## config.mk

```make
export PLATFORM = sky130hd
export DESIGN_NAME = rgb332_to_rgb565_doubling_bander_unit
export DESIGN_NICKNAME = d
export VERILOG_FILES = /design/src/sv/r2rdb_pkg.sv /design/src/sv/r2rdb_color.sv /design/src/sv/r2rdb_addr.sv /design/src/sv/rgb332_to_rgb565_doubling_bander_unit.sv
export VERILOG_INCLUDE_DIRS = /design/src /design/src/sv
export SDC_FILE = /design/constraint.sdc
export NUM_CORES = 1
export LEC_CHECK = 0
export BUFFER_PORTS_ARGS = -buffer_cell sky130_fd_sc_hd__buf_2
export CAP_MARGIN = 20
export CORE_UTILIZATION = 53
export DETAILED_ROUTE_END_ITERATION = 10
export PLACE_DENSITY = 0.81
export SYNTH_ARGS = -nofsm -noshare
export SYNTH_HDL_FRONTEND = slang
export SYNTH_SLANG_ARGS = --single-unit
```

## constraint.sdc

```tcl
create_clock -name clk -period 3.45 [get_ports clk]
set_input_delay 1.035 -clock clk [delete_from_list [all_inputs] [get_ports clk]]
set_output_delay 1.035 -clock clk [all_outputs]
set_load 0.05 [all_outputs]
```

## src/sv/rgb332_to_rgb565_doubling_bander_unit_macros.svh

```systemverilog
// Assertion macros for the RGB332 to RGB565 doubling bander.
// Used by the RTL files that carry concurrent checks; needs clk and rst_n in scope.
`ifndef RGB332_TO_RGB565_DOUBLING_BANDER_UNIT_MACROS_SVH
`define RGB332_TO_RGB565_DOUBLING_BANDER_UNIT_MACROS_SVH

`ifndef NO_ASSERTIONS
`define R2RDB_ASSERT(label, prop, msg) \
    label: assert property (@(posedge clk) disable iff (!rst_n) (prop)) else $error(msg);
`define R2RDB_ASSERT_NEVER(label, expr, msg) \
    label: assert property (@(posedge clk) disable iff (!rst_n) !(expr)) else $error(msg);
`else
`define R2RDB_ASSERT(label, prop, msg)
`define R2RDB_ASSERT_NEVER(label, expr, msg)
`endif

`endif

```

## src/sv/r2rdb_pkg.sv

```systemverilog
// Shared types and constants for the RGB332 to RGB565 doubling bander.
// No dependencies; imported by every module of the block.
`timescale 1ns / 1ps

package r2rdb_pkg;

    localparam int PIXEL_W    = 8;
    localparam int COLOR_W    = 16;
    localparam int INDEX_W    = 14;
    localparam int BAND_ROW_W = 8;

    localparam logic [PIXEL_W-1:0] PIXEL_WHITE = 8'hFF;
    localparam logic [COLOR_W-1:0] COLOR_WHITE = 16'hFFFF;

    typedef struct packed {
        logic [INDEX_W-1:0]    block_index;
        logic                  band_done;
        logic [BAND_ROW_W-1:0] band_row;
        logic                  frame_done;
    } addr_info_t;

endpackage

```

## src/sv/r2rdb_color.sv

```systemverilog
// RGB332 to byte-swapped RGB565 color expansion, white forced for 0xFF.
// Depends on r2rdb_pkg.
`timescale 1ns / 1ps

module r2rdb_color
(
    input  logic [r2rdb_pkg::PIXEL_W-1:0] pixel,
    output logic [r2rdb_pkg::COLOR_W-1:0] color
);
    import r2rdb_pkg::*;

    logic [COLOR_W-1:0] wide;

    // red to 15-13, green to 10-8, blue to 4-3
    assign wide = {pixel[7:5], 2'b00, pixel[4:2], 3'b000, pixel[1:0], 3'b000};

    always_comb
    begin
        if (pixel == PIXEL_WHITE)
        begin
            color = COLOR_WHITE;
        end
        else
        begin
            color = {wide[7:0], wide[15:8]};
        end
    end

endmodule

```

## src/sv/r2rdb_addr.sv

```systemverilog
// Raster position counters and band buffer addressing for the doubling bander.
// Depends on r2rdb_pkg.
`timescale 1ns / 1ps

module r2rdb_addr
#(
    parameter int SRC_WIDTH  = 160,
    parameter int SRC_HEIGHT = 120,
    parameter int BANDS      = 8
)
(
    input  logic                  clk,
    input  logic                  rst_n,
    input  logic                  advance,
    input  logic                  start_of_frame,
    output r2rdb_pkg::addr_info_t info
);
    import r2rdb_pkg::*;

    localparam int RPB_RAW = SRC_HEIGHT / BANDS;
    localparam int RPB     = (RPB_RAW == 0) ? 1 : RPB_RAW;
    localparam int COL_W   = (SRC_WIDTH  > 1) ? $clog2(SRC_WIDTH)  : 1;
    localparam int ROW_W   = (SRC_HEIGHT > 1) ? $clog2(SRC_HEIGHT) : 1;
    localparam int BAND_W  = (BANDS > 1) ? $clog2(BANDS) : 1;

    localparam logic [COL_W-1:0]      LAST_COL   = COL_W'(SRC_WIDTH - 1);
    localparam logic [ROW_W-1:0]      LAST_ROW   = ROW_W'(SRC_HEIGHT - 1);
    localparam logic [ROW_W-1:0]      LAST_LOCAL = ROW_W'(RPB - 1);
    localparam logic [BAND_W-1:0]     LAST_BAND  = BAND_W'(BANDS - 1);
    localparam logic [INDEX_W-1:0]    BASE_STEP  = INDEX_W'((4 * SRC_WIDTH) % (1 << INDEX_W));
    localparam logic [BAND_ROW_W-1:0] BROW_STEP  = BAND_ROW_W'((2 * RPB) % (1 << BAND_ROW_W));

    logic [COL_W-1:0]      col_reg,   col_next,   col_cur;
    logic [ROW_W-1:0]      row_reg,   row_next,   row_cur;
    logic [ROW_W-1:0]      local_reg, local_next, local_cur;
    logic [BAND_W-1:0]     band_reg,  band_next,  band_cur;
    logic [INDEX_W-1:0]    base_reg,  base_next,  base_cur;
    logic [BAND_ROW_W-1:0] brow_reg,  brow_next,  brow_cur;

    logic                  last_col;
    logic                  last_row;
    logic                  local_last;
    logic                  band_last;
    logic [COL_W:0]        col_x2;

    // start of frame restarts the raster before this pixel
    assign col_cur   = start_of_frame ? '0 : col_reg;
    assign row_cur   = start_of_frame ? '0 : row_reg;
    assign local_cur = start_of_frame ? '0 : local_reg;
    assign band_cur  = start_of_frame ? '0 : band_reg;
    assign base_cur  = start_of_frame ? '0 : base_reg;
    assign brow_cur  = start_of_frame ? '0 : brow_reg;

    assign last_col   = (col_cur == LAST_COL);
    assign last_row   = (row_cur == LAST_ROW);
    assign local_last = (local_cur == LAST_LOCAL);
    assign band_last  = (band_cur == LAST_BAND);
    assign col_x2     = {col_cur, 1'b0};

    assign info.block_index = base_cur + INDEX_W'(col_x2);
    assign info.band_row    = brow_cur;
    assign info.frame_done  = last_col && last_row;
    assign info.band_done   = (last_col && last_row) ||
                              (last_col && !band_last && local_last);

    always_comb
    begin
        col_next   = col_cur;
        row_next   = row_cur;
        local_next = local_cur;
        band_next  = band_cur;
        base_next  = base_cur;
        brow_next  = brow_cur;
        if (!last_col)
        begin
            col_next = col_cur + 1'b1;
        end
        else
        begin
            col_next = '0;
            if (last_row)
            begin
                row_next   = '0;
                local_next = '0;
                band_next  = '0;
                base_next  = '0;
                brow_next  = '0;
            end
            else
            begin
                row_next = row_cur + 1'b1;
                if (local_last && !band_last)
                begin
                    local_next = '0;
                    band_next  = band_cur + 1'b1;
                    base_next  = '0;
                    brow_next  = brow_cur + BROW_STEP;
                end
                else
                begin
                    // leftover rows stay in the last band
                    local_next = local_cur + 1'b1;
                    base_next  = base_cur + BASE_STEP;
                end
            end
        end
    end

    always_ff @(posedge clk or negedge rst_n)
    begin
        if (!rst_n)
        begin
            col_reg   <= '0;
            row_reg   <= '0;
            local_reg <= '0;
            band_reg  <= '0;
            base_reg  <= '0;
            brow_reg  <= '0;
        end
        else if (advance)
        begin
            col_reg   <= col_next;
            row_reg   <= row_next;
            local_reg <= local_next;
            band_reg  <= band_next;
            base_reg  <= base_next;
            brow_reg  <= brow_next;
        end
    end

endmodule

```

## src/sv/rgb332_to_rgb565_doubling_bander_unit.sv

```systemverilog
// RGB332 to RGB565 pixel doubler with band buffer addressing: top level.
// Each source pixel gives its byte-swapped RGB565 color and the top-left index
// of the 2x2 block it fills in a band buffer 2*SRC_WIDTH wide.
// Slave channel: s_tdata = pixel, s_tuser = start_of_frame (clears the raster
// position before that pixel). Master channel: one transaction per pixel with
// block_index, color and band_row in m_tdata, band_done in m_tuser and
// frame_done in m_tlast.
// Pipeline: a pixel accepted into the input register moves to the result register
// once that register is free and is offered on m_tvalid from then on.
// Throughput: one pixel per cycle while m_tready is high; color and address logic is
// a few gates and one 14-bit add between the input register and the result register.
// Reset: both stages empty, column and row counters at the frame origin.
// Stall: with m_tready low the result holds, the input register still fills,
// and s_tready drops only when both stages are full.
// Depends on r2rdb_pkg, r2rdb_color, r2rdb_addr and the assertion macros.
`timescale 1ns / 1ps
`include "rgb332_to_rgb565_doubling_bander_unit_macros.svh"

module rgb332_to_rgb565_doubling_bander_unit
#(
    parameter int SRC_WIDTH  = 160,
    parameter int SRC_HEIGHT = 120,
    parameter int BANDS      = 8
)
(
    input  logic        clk,
    input  logic        rst_n,
    input  logic        s_tvalid,
    output logic        s_tready,
    input  logic [7:0]  s_tdata,   // [7:0] pixel
    input  logic        s_tuser,   // [0] start_of_frame
    output logic        m_tvalid,
    input  logic        m_tready,
    output logic [39:0] m_tdata,   // [13:0] block_index, [29:14] color, [37:30] band_row
    output logic        m_tuser,   // [0] band_done
    output logic        m_tlast    // frame_done
);
    import r2rdb_pkg::*;

    logic                  in_valid_reg;
    logic [PIXEL_W-1:0]    pixel_reg;
    logic                  sof_reg;

    logic                  out_valid_reg;
    logic [INDEX_W-1:0]    index_reg;
    logic [COLOR_W-1:0]    color_reg;
    logic [BAND_ROW_W-1:0] brow_reg;
    logic                  band_done_reg;
    logic                  frame_done_reg;

    logic                  out_free;
    logic                  advance;
    logic [COLOR_W-1:0]    color_w;
    addr_info_t            info_w;

    assign out_free = !out_valid_reg || m_tready;
    assign advance  = in_valid_reg && out_free;
    assign s_tready = !in_valid_reg || out_free;

    r2rdb_color u_color
    (
        .pixel (pixel_reg),
        .color (color_w)
    );

    r2rdb_addr
    #(
        .SRC_WIDTH  (SRC_WIDTH),
        .SRC_HEIGHT (SRC_HEIGHT),
        .BANDS      (BANDS)
    )
    u_addr
    (
        .clk            (clk),
        .rst_n          (rst_n),
        .advance        (advance),
        .start_of_frame (sof_reg),
        .info           (info_w)
    );

    always_ff @(posedge clk or negedge rst_n)
    begin
        if (!rst_n)
        begin
            in_valid_reg  <= 1'b0;
            out_valid_reg <= 1'b0;
        end
        else
        begin
            if (s_tready)
            begin
                in_valid_reg <= s_tvalid;
            end
            if (out_free)
            begin
                out_valid_reg <= in_valid_reg;
            end
        end
    end

    always_ff @(posedge clk)
    begin
        if (s_tvalid && s_tready)
        begin
            pixel_reg <= s_tdata;
            sof_reg   <= s_tuser;
        end
        if (advance)
        begin
            index_reg      <= info_w.block_index;
            color_reg      <= color_w;
            brow_reg       <= info_w.band_row;
            band_done_reg  <= info_w.band_done;
            frame_done_reg <= info_w.frame_done;
        end
    end

    assign m_tvalid = out_valid_reg;
    assign m_tdata  = {2'b00, brow_reg, color_reg, index_reg};
    assign m_tuser  = band_done_reg;
    assign m_tlast  = frame_done_reg;

    `R2RDB_ASSERT(a_frame_implies_band, m_tvalid && m_tlast |-> m_tuser, "frame_done without band_done")
    `R2RDB_ASSERT(a_stage_moves, in_valid_reg && out_free |=> m_tvalid, "pending pixel not forwarded")
    `R2RDB_ASSERT(a_ready_when_free, !s_tready |-> in_valid_reg && m_tvalid && !m_tready, "input stalled with room")
    `R2RDB_ASSERT_NEVER(a_no_lost_result, m_tvalid && !m_tready && advance, "result overwritten while stalled")

endmodule

```

Word level (Yosys, flattened, before mapping)
Index checks and enable logic that the tools add are counted.
- input port bits: 13
- logic and storage cells: 62
- register bits: 98
- equal/unequal tests: 5
- reduce and logical (&&, ||, !) cells: 12
- muxes and demuxes: 22
- add/sub/neg operators: 7
- operators by type and width (cell ; count):
    $mux W14 ; 4
    $mux W7 ; 7
    $mux W8 ; 6
    $eq A8 B8 Y1 const B ; 2
    $mux W16 ; 1
    $add A14 B10 Y14 const B ; 1
    $add A14 B9 Y14 ; 1
    $add A7 B1 Y7 const B ; 2
    $mux W3 ; 4
    $add A8 B1 Y8 const B ; 1
    $add A8 B5 Y8 const B ; 1
    $eq A7 B4 Y1 const B ; 1
    $eq A7 B7 Y1 const B ; 1
    $logic_and A1 B1 Y1 ; 6
    $add A3 B1 Y3 const B ; 1
    $eq A3 B3 Y1 const B ; 1
    $logic_not A1 Y1 ; 3
    $logic_or A1 B1 Y1 ; 3

Logic depth before layout (Yosys ltp)
Gate-level depths: netlist of the first run.
- depth after elaboration: 7
- mapped depth: 13

By module
From an unflattened synthesis of the first run, not the netlist that was laid out.
- cell total of the unflattened synthesis: 467
- area total of the unflattened synthesis: 5054.8 µm²
- by module, submodules not included (module ; cells each ; area each (µm²) ; times used):
    r2rdb_addr ; 389 ; 3362.0 ; 1
    rgb332_to_rgb565_doubling_bander_unit ; 60 ; 1594.0 ; 1
    r2rdb_color ; 18 ; 98.8 ; 1

Worst setup path after synthesis of the first run
OpenSTA, ideal clock, no wires.
- kind: register to register
- start point: reg sof_reg
- end point: reg u_addr.base_reg[11]
- arrival time: 3.312 ns
- period minus slack after synthesis: 3.435 ns
- setup slack: 0.015 ns
- cell stages (with the launch flop): 13
- cells stage by stage: edfxtp_1 buf_6 clkbuf_1 clkbuf_1 clkbuf_1 nor2b_1 ha_1 ha_1 or4b_1 nor4_2 nand2_1 a31o_2 a32o_1
- longest elaborated chain between the ends: 7
- elaborated cells between the ends (all ways): 15
- those cells by class: 1 x add/sub; 4 x eq/ne; 8 x mux; 2 x reduce/logical
- ends and longest elaborated chain (item ; RTL line ; source):
    start: declaration ; rgb332_to_rgb565_doubling_bander_unit.sv:42 ; logic sof_reg;
    start signal: assignment ; rgb332_to_rgb565_doubling_bander_unit.sv:106 ; sof_reg <= s_tuser;
    parallel branches: the longest is 6 deep, another holds $add A14 B10 Y14 ; n/a ;
    $mux W14 (*) ; r2rdb_addr.sv:74 ; if (!last_col)
    end signal: assignment ; r2rdb_addr.sv:126 ; base_reg <= base_next;
    end: declaration ; r2rdb_addr.sv:37 ; logic [INDEX_W-1:0] base_reg, base_next, base_cur;
Mark *: on every way between the ends.
A chain may end at the register's enable or synchronous reset.

Worst setup path after layout of the first run
- start point: reg sof_reg
- end point: reg u_addr.band_reg[2]
- longest elaborated chain between the ends: 7
- elaborated cells between the ends (all ways): 14
- those cells by class: 1 x add/sub; 4 x eq/ne; 7 x mux; 2 x reduce/logical
- ends and longest elaborated chain (item ; RTL line ; source):
    parallel branches: the longest is 6 deep, another holds $add A3 B1 Y3 ; n/a ;
    $mux W3 (*) ; r2rdb_addr.sv:74 ;
    end signal: assignment ; r2rdb_addr.sv:125 ; band_reg <= band_next;
    end: declaration ; r2rdb_addr.sv:36 ; logic [BAND_W-1:0] band_reg, band_next, band_cur;
Marked as above.

==> results.yml, run 1 <==
run_status:
  status: "complete, no violations"
worst_setup_path:
  worstSetupPathType: "reg -> reg"
  crit_cells: 8
  crit_required_ps: 3710
  rr_worst_depth: 8
  critPathLaunch: "sof_reg$_DFFE_PP_"
  crit_path_top_delay_cell: "edfxtp_1"
  cp_top_family: "simple AND/OR/NAND/NOR gates"
  r2r_slack_ps: 460
  rr_endpoint: "u_addr.band_reg[2]$_DFFE_PN0P_"
  path_buf_inv: 1
  path_cells: "buf_4 > nor2b_1 > ha_1 > or4b_2 > nor4_1 > and2_1 > o21ai_1 > a32o_1"
  r2r_start: "sof_reg$_DFFE_PP_"
  crit_path_start_kind: "flop"
  critPathMaxFanout: 13
  cpPeakStageDelay_ps: 590
  arrival_ps: 3250
  critPathCaptureType: "flop"
  worstSetupEndpoint: "u_addr.band_reg[2]$_DFFE_PN0P_"
power_and_ir_drop:
  irDropWorstVdd_uv: 250
  cellLeakagePower_nw: 2.15
  powerDensity_mw_per_mm2: 436
yosys:
  postSynthCellCount: 449
  yosys.area_share.simple_pct: 19.0
  synth_ff_type: "dfrtp_1"
  synth_edf_count: 42
  yosysWarningCount: 0
  yosysTopAreaCell: "edfxtp_1"
  yosys.area_share.adder_pct: 3.65
  synth_common_cells: "dfrtp_1, edfxtp_1, nand2_1, nor2_1, o21ai_0"
  synth_area_leaders: "edfxtp_1, dfrtp_1, ha_1"
  synth-seq-cells: 91
  netlist.area_leader.share_pct: 27.0
  synth_top_family_by_area: "simple AND/OR/NAND/NOR gates"
  synth-xor-area-share_pct: 2.06
  synthDistinctLibCells: 65
  ys_async_sr_fraction_pct: 53.8
  synth_compound_area_share_pct: 15.4
  yosysMostFrequentCell: "dfrtp_1"
  syn_avg_cell_area_um2: 10.4
  synth_seq_area_share_pct: 53.3
  muxShareOfSynthArea_pct: 1.34
  synth_area_mm2: 0.00467
routing:
  drc: 0
  drt_pass1_iterations: 5
  vias: 3681
  ant_nets: 0
  wirelength_met1_um: 4310
  drt-initial-drc-count: 296
  wl_per_cell_um: 16.7
  top_layer_used: "met4"
  wl_um: 9990
  met2WireLength_um: 4900
  wl_met3_um: 568
  vias_per_cell: 6.15
sta:
  whs_ps: 457
  finClkSkew_ps: 11.0
  slew_viol_final: 0
  fmax_ghz: 0.334
  fin_tns_setup_ps: 0
  timing.final.hold_violations: 0
  worst_pin_slew_ps: 800
  finalSetupViolCount: 0
  period_share_pct: 86.8
  min_period_ps: 2990
  grt_setup_unrepaired: "no"
  layout_setup_ws_ps: 456
  max_slew_margin_pct: 46.1
cells_and_area:
  syn_to_final_growth_pct: 10.8
  drive_above_1_share_pct: 19.2
  fin_cells: 599
  num_antenna_cells: 0
  utilization_pct: 61.7
  fin_nets: 514
grt:
  antenna_found_initial: 0
  overflow: 0
  grt_pass1_wl_um: 16400
  grtUsageTotal_pct: 23.8
  grt_max_degree: 38
  grt_pass1_vias: 3540
placement:
  dp_cells: 583
  place_ws_ps: 545
  dp_hpwl_um: 6970
  portBuffers: 54
  gp_congestion: 0.904
cts:
  clock_path_buffers: 2
  h-tree-depth: 3
  clock_sinks: 91
  cts_tree: "done"
  cts_repair_resize_count: 0
  clk_latency_ps: 380
  root_buffer: "clkbuf_8"
  post-cts-setup-buffers: 0
  numCtsBuffers: 9
  cts.clk_slew.worst_paths_ps: 100
  cts-hold-fix-buffers: 0
floorplanning:
  die_area_mm2: 0.00918
  coreArea_mm2: 0.00838
  die_h_um: 95.8
  io_pins: 57
  die-width_um: 95.8
  initial_core_util_pct: 55.7
  row_count: 33
run:
  max_cap_viol_count: 0
hold_path:
  hold_path_class: "reg -> reg"
  worstHoldStart: "pixel_reg[3]$_DFFE_PP_"
per-stage QoR:
stage,power (mW),cell area (µm²)
final,2.25,5170
after global routing,2.34,5170
after CTS,2.27,5170
after detailed placement,1.56,4980
after global placement,1.56,4980
after floorplan,1.48,4670
placed cells by master, fill, tap and decap left out, types with 3 or more instances in the layout:
cell type | synthesis | routed
and2_1 | 12 | 12
nor2_1 | 35 | 35
a31oi_1 | 10 | 10
nand3_1 | 16 | 16
o21ai_0 | 24 | 24
dfrtp_1 | 49 | 49
buf_2 | 4 | 54
a22oi_1 | 3 | 3
a31o_2 | 4 | 4
mux2i_1 | 4 | 4
nor4_1 | 6 | 6
a22o_1 | 3 | 3
o31ai_1 | 6 | 6
and4b_1 | 3 | 3
nand2_1 | 36 | 36
or3_1 | 3 | 3
buf_4 | 9 | 13
o21a_1 | 5 | 5
nor3_1 | 9 | 9
and3_1 | 3 | 3
clkbuf_8 | 0 | 9
ha_1 | 12 | 12
nor2b_1 | 18 | 18
a21o_1 | 5 | 5
inv_6 | 0 | 4
inv_1 | 10 | 10
a21oi_1 | 22 | 22
o22ai_1 | 3 | 3
xnor2_1 | 8 | 8
a32o_1 | 5 | 5
nand2b_1 | 5 | 5
nand4_1 | 6 | 6
xor2_1 | 3 | 3
nand3b_1 | 4 | 4
edfxtp_1 | 42 | 42
area by class of cell:
cell class,count,area [µm²]
Inverter,12,45.0
Sequential cell,91,2490
Tap cell,105,131
Clock inverter,7,67.6
Multi-Input combinational cell,308,1940
Clock buffer,9,124
Fill cell,671,3210
Timing Repair Buffer,67,368
kinds of logic after synthesis:
group,after synthesis
other cells,1
fa+ha+maj,14
buf+inv,51
mux,6
xor+xnor,11
flops,91
simple gates,167
compound gates,108
report_power, final:
part / total, mW / internal, mW / switching [mW]
Clock: 0.712 / 0.282 / 0.430
Combinational: 0.317 / 0.0760 / 0.241
Sequential: 1.23 / 1.19 / 0.0351
how the worst min path moves through the flow:
stage	end	slack [ps]	cells after the start
after global placement	color_reg[0]$_SDFFCE_PP1P_	430	0
after global routing	color_reg[6]$_SDFFCE_PP1P_	480	0
final	color_reg[1]$_SDFFCE_PP1P_	460	0
after CTS	color_reg[1]$_SDFFCE_PP1P_	460	0
after floorplan	u_addr.brow_reg[5]$_DFFE_PN0P_	440	1
after detailed placement	color_reg[1]$_SDFFCE_PP1P_	430	0
metal layers:
| layer | vias up | GRT usage (%) |
|---|---|---|
| met5 | - | 0 |
| met2 | 146 | 39.7 |
| met3 | 22 | 4.82 |
| li1 | 1712 | - |
| met1 | 1801 | 30.4 |
| met4 | 0 | 9.45 |
(Power assumes the default switching activity.)
==> run 2, diff against run 1 <==
--- a/config.mk
+++ b/config.mk
@@ -10,7 +10,7 @@
 export CAP_MARGIN = 20
 export CORE_UTILIZATION = 53
 export DETAILED_ROUTE_END_ITERATION = 10
-export PLACE_DENSITY = 0.81
+export PLACE_DENSITY = 0.77
 export SYNTH_ARGS = -nofsm -noshare
 export SYNTH_HDL_FRONTEND = slang
 export SYNTH_SLANG_ARGS = --single-unit
==> results.yml, run 2 (synthesized netlist as in run 1, its figures left out) <==
power_and_ir_drop:
  powerDensity_mw_per_mm2: 431
  cellLeakagePower_nw: 2.14
  intPower_mw: 1.54
  seqPwrFrac_pct: 55.0
  switching_power_mw: 0.682
  combPwrFrac_pct: 14.4
  power_mw: 2.23
  switching_share_pct: 30.6
  irDropWorstVdd_uv: 239
  clockPowerShare_pct: 30.6
cts:
  cts.clk_slew.worst_paths_ps: 100
  clock_path_buffers: 2
  cts-hold-fix-buffers: 0
  cts_repair_resize_count: 0
  clk_latency_ps: 360
  cts_tree: "done"
  root_buffer: "clkbuf_8"
  post-cts-setup-buffers: 0
  h-tree-depth: 3
  clock_sinks: 91
  numCtsBuffers: 9
grt:
  grt_pass1_vias: 3472
  overflow: 0
  grt_max_degree: 41
  antenna_found_initial: 0
  grt_pass1_wl_um: 17000
  grtUsageTotal_pct: 24.3
routing:
  drt_pass1_iterations: 5
  drc: 0
  wl_per_cell_um: 16.7
  wl_um: 9990
  vias_per_cell: 6.05
  ant_nets: 0
  vias: 3616
  drt-initial-drc-count: 295
sta:
  fin_tns_setup_ps: 0
  min_period_ps: 2920
  fmax_ghz: 0.343
  grt_setup_unrepaired: "no"
  finClkSkew_ps: 12.5
  finalSetupViolCount: 0
  whs_ps: 458
  timing.final.hold_violations: 0
  slew_viol_final: 0
  max_slew_margin_pct: 38.8
  worst_pin_slew_ps: 908
  period_share_pct: 84.6
run_status:
  status: "complete, no violations"
cells_and_area:
  multi_input_area_mm2: 0.00194
  regArea_mm2: 0.00249
  fin_nets: 513
  fillCellCount: 711
  utilization_pct: 61.6
  num_antenna_cells: 0
  drive_above_1_share_pct: 18.9
  final_cell_mix: "buf_2, dfrtp_1, edfxtp_1"
  final_common_cell: "buf_2"
  syn_to_final_growth_pct: 10.7
placement:
  gp_congestion: 0.878
  portBuffers: 54
  dp_hpwl_um: 6960
worst_setup_path:
  arrival_ps: 3160
  critPathMaxFanout: 14
  crit_path_start_kind: "flop"
  crit_required_ps: 3690
  critPathCaptureType: "flop"
  worstSetupPathType: "reg -> reg"
floorplanning:
  row_count: 33
  die_area_mm2: 0.00918
  die_h_um: 95.8
  die-width_um: 95.8
  io_pins: 57
  initial_core_util_pct: 55.7
  coreArea_mm2: 0.00838
hold_path:
  hold_path_class: "reg -> reg"
run:
  max_cap_viol_count: 0
[run 2: cell count changes in the layout (fill, tap and decap cells not counted)]
cell        delta
clkbuf_1       +1
clkinv_8       -1
buf_4          -2
inv_6          -2
inv_8          +1
clkinv_2       -1
buf_12         +1
clkinvlp_4     +2
[run 2: layout make-up]
class | instances | share of cell area (%)
Clock buffer | 10 | 2.47
Inverter | 12 | 0.872
Sequential cell | 91 | 48.2
Clock inverter | 6 | 1.07
Multi-Input combinational cell | 308 | 37.7
Tap cell | 105 | 2.54
Timing Repair Buffer | 66 | 7.22
[run 2: worst max-delay path, cell delays in order (launching register included)]
cell      delay [ps]
edfxtp_1         560
buf_4            260
nor2b_1          180
ha_1             180
or4b_2           590
nor4_1           260
and2_1           260
o21ai_1          230
a32o_1           290
[run 2: power by group through the flow]
stage          sequential [mW]  clock (mW)  combinational (mW)
3_3_place_gp              1.24           0               0.316
3_5_place_dp              1.25           0               0.322
5_1_grt                   1.23       0.744               0.344
4_1_cts                   1.22       0.701               0.323
2_1_floorplan             1.34           0               0.146
6_report                  1.22       0.681               0.320
[run 2: routing by layer]
layer	vias to the layer above	wire length [µm]	track usage [%]
met3	20	504	3.16
li1	1710	-	-
met2	127	4920	39.8
met5	-	0	0
met1	1759	4370	32.2
met4	0	191	10.9
[run 2: final timing paths]
kind | startpoint | to | slack, ps | cells after the start
setup / recovery | sof_reg$_DFFE_PP_ | u_addr.band_reg[2]$_DFFE_PN0P_ | 530 | 8
hold / removal | pixel_reg[4]$_DFFE_PP_ | color_reg[2]$_SDFFCE_PP1P_ | 460 | 0
setup reg to reg | sof_reg$_DFFE_PP_ | u_addr.band_reg[2]$_DFFE_PN0P_ | 530 | 8
hold reg to reg | pixel_reg[4]$_DFFE_PP_ | color_reg[2]$_SDFFCE_PP1P_ | 460 | 0
max in group asynchronous | rst_n | u_addr.band_reg[2]$_DFFE_PN0P_ | 2070 | 2
min in group asynchronous | rst_n | u_addr.base_reg[12]$_DFFE_PN0P_ | 600 | 1
[run 2: stage by stage]
| step | setup slack, ps | instances | instance area (µm²) |
|---|---|---|---|
| floorplan | 15.0 | 450 | 4670 |
| global placement | 684 | 582 | 4980 |
| detailed placement | 529 | 582 | 4980 |
| CTS | 511 | 598 | 5160 |
| global route | 348 | 598 | 5160 |
| finish | 531 | 598 | 5160 |
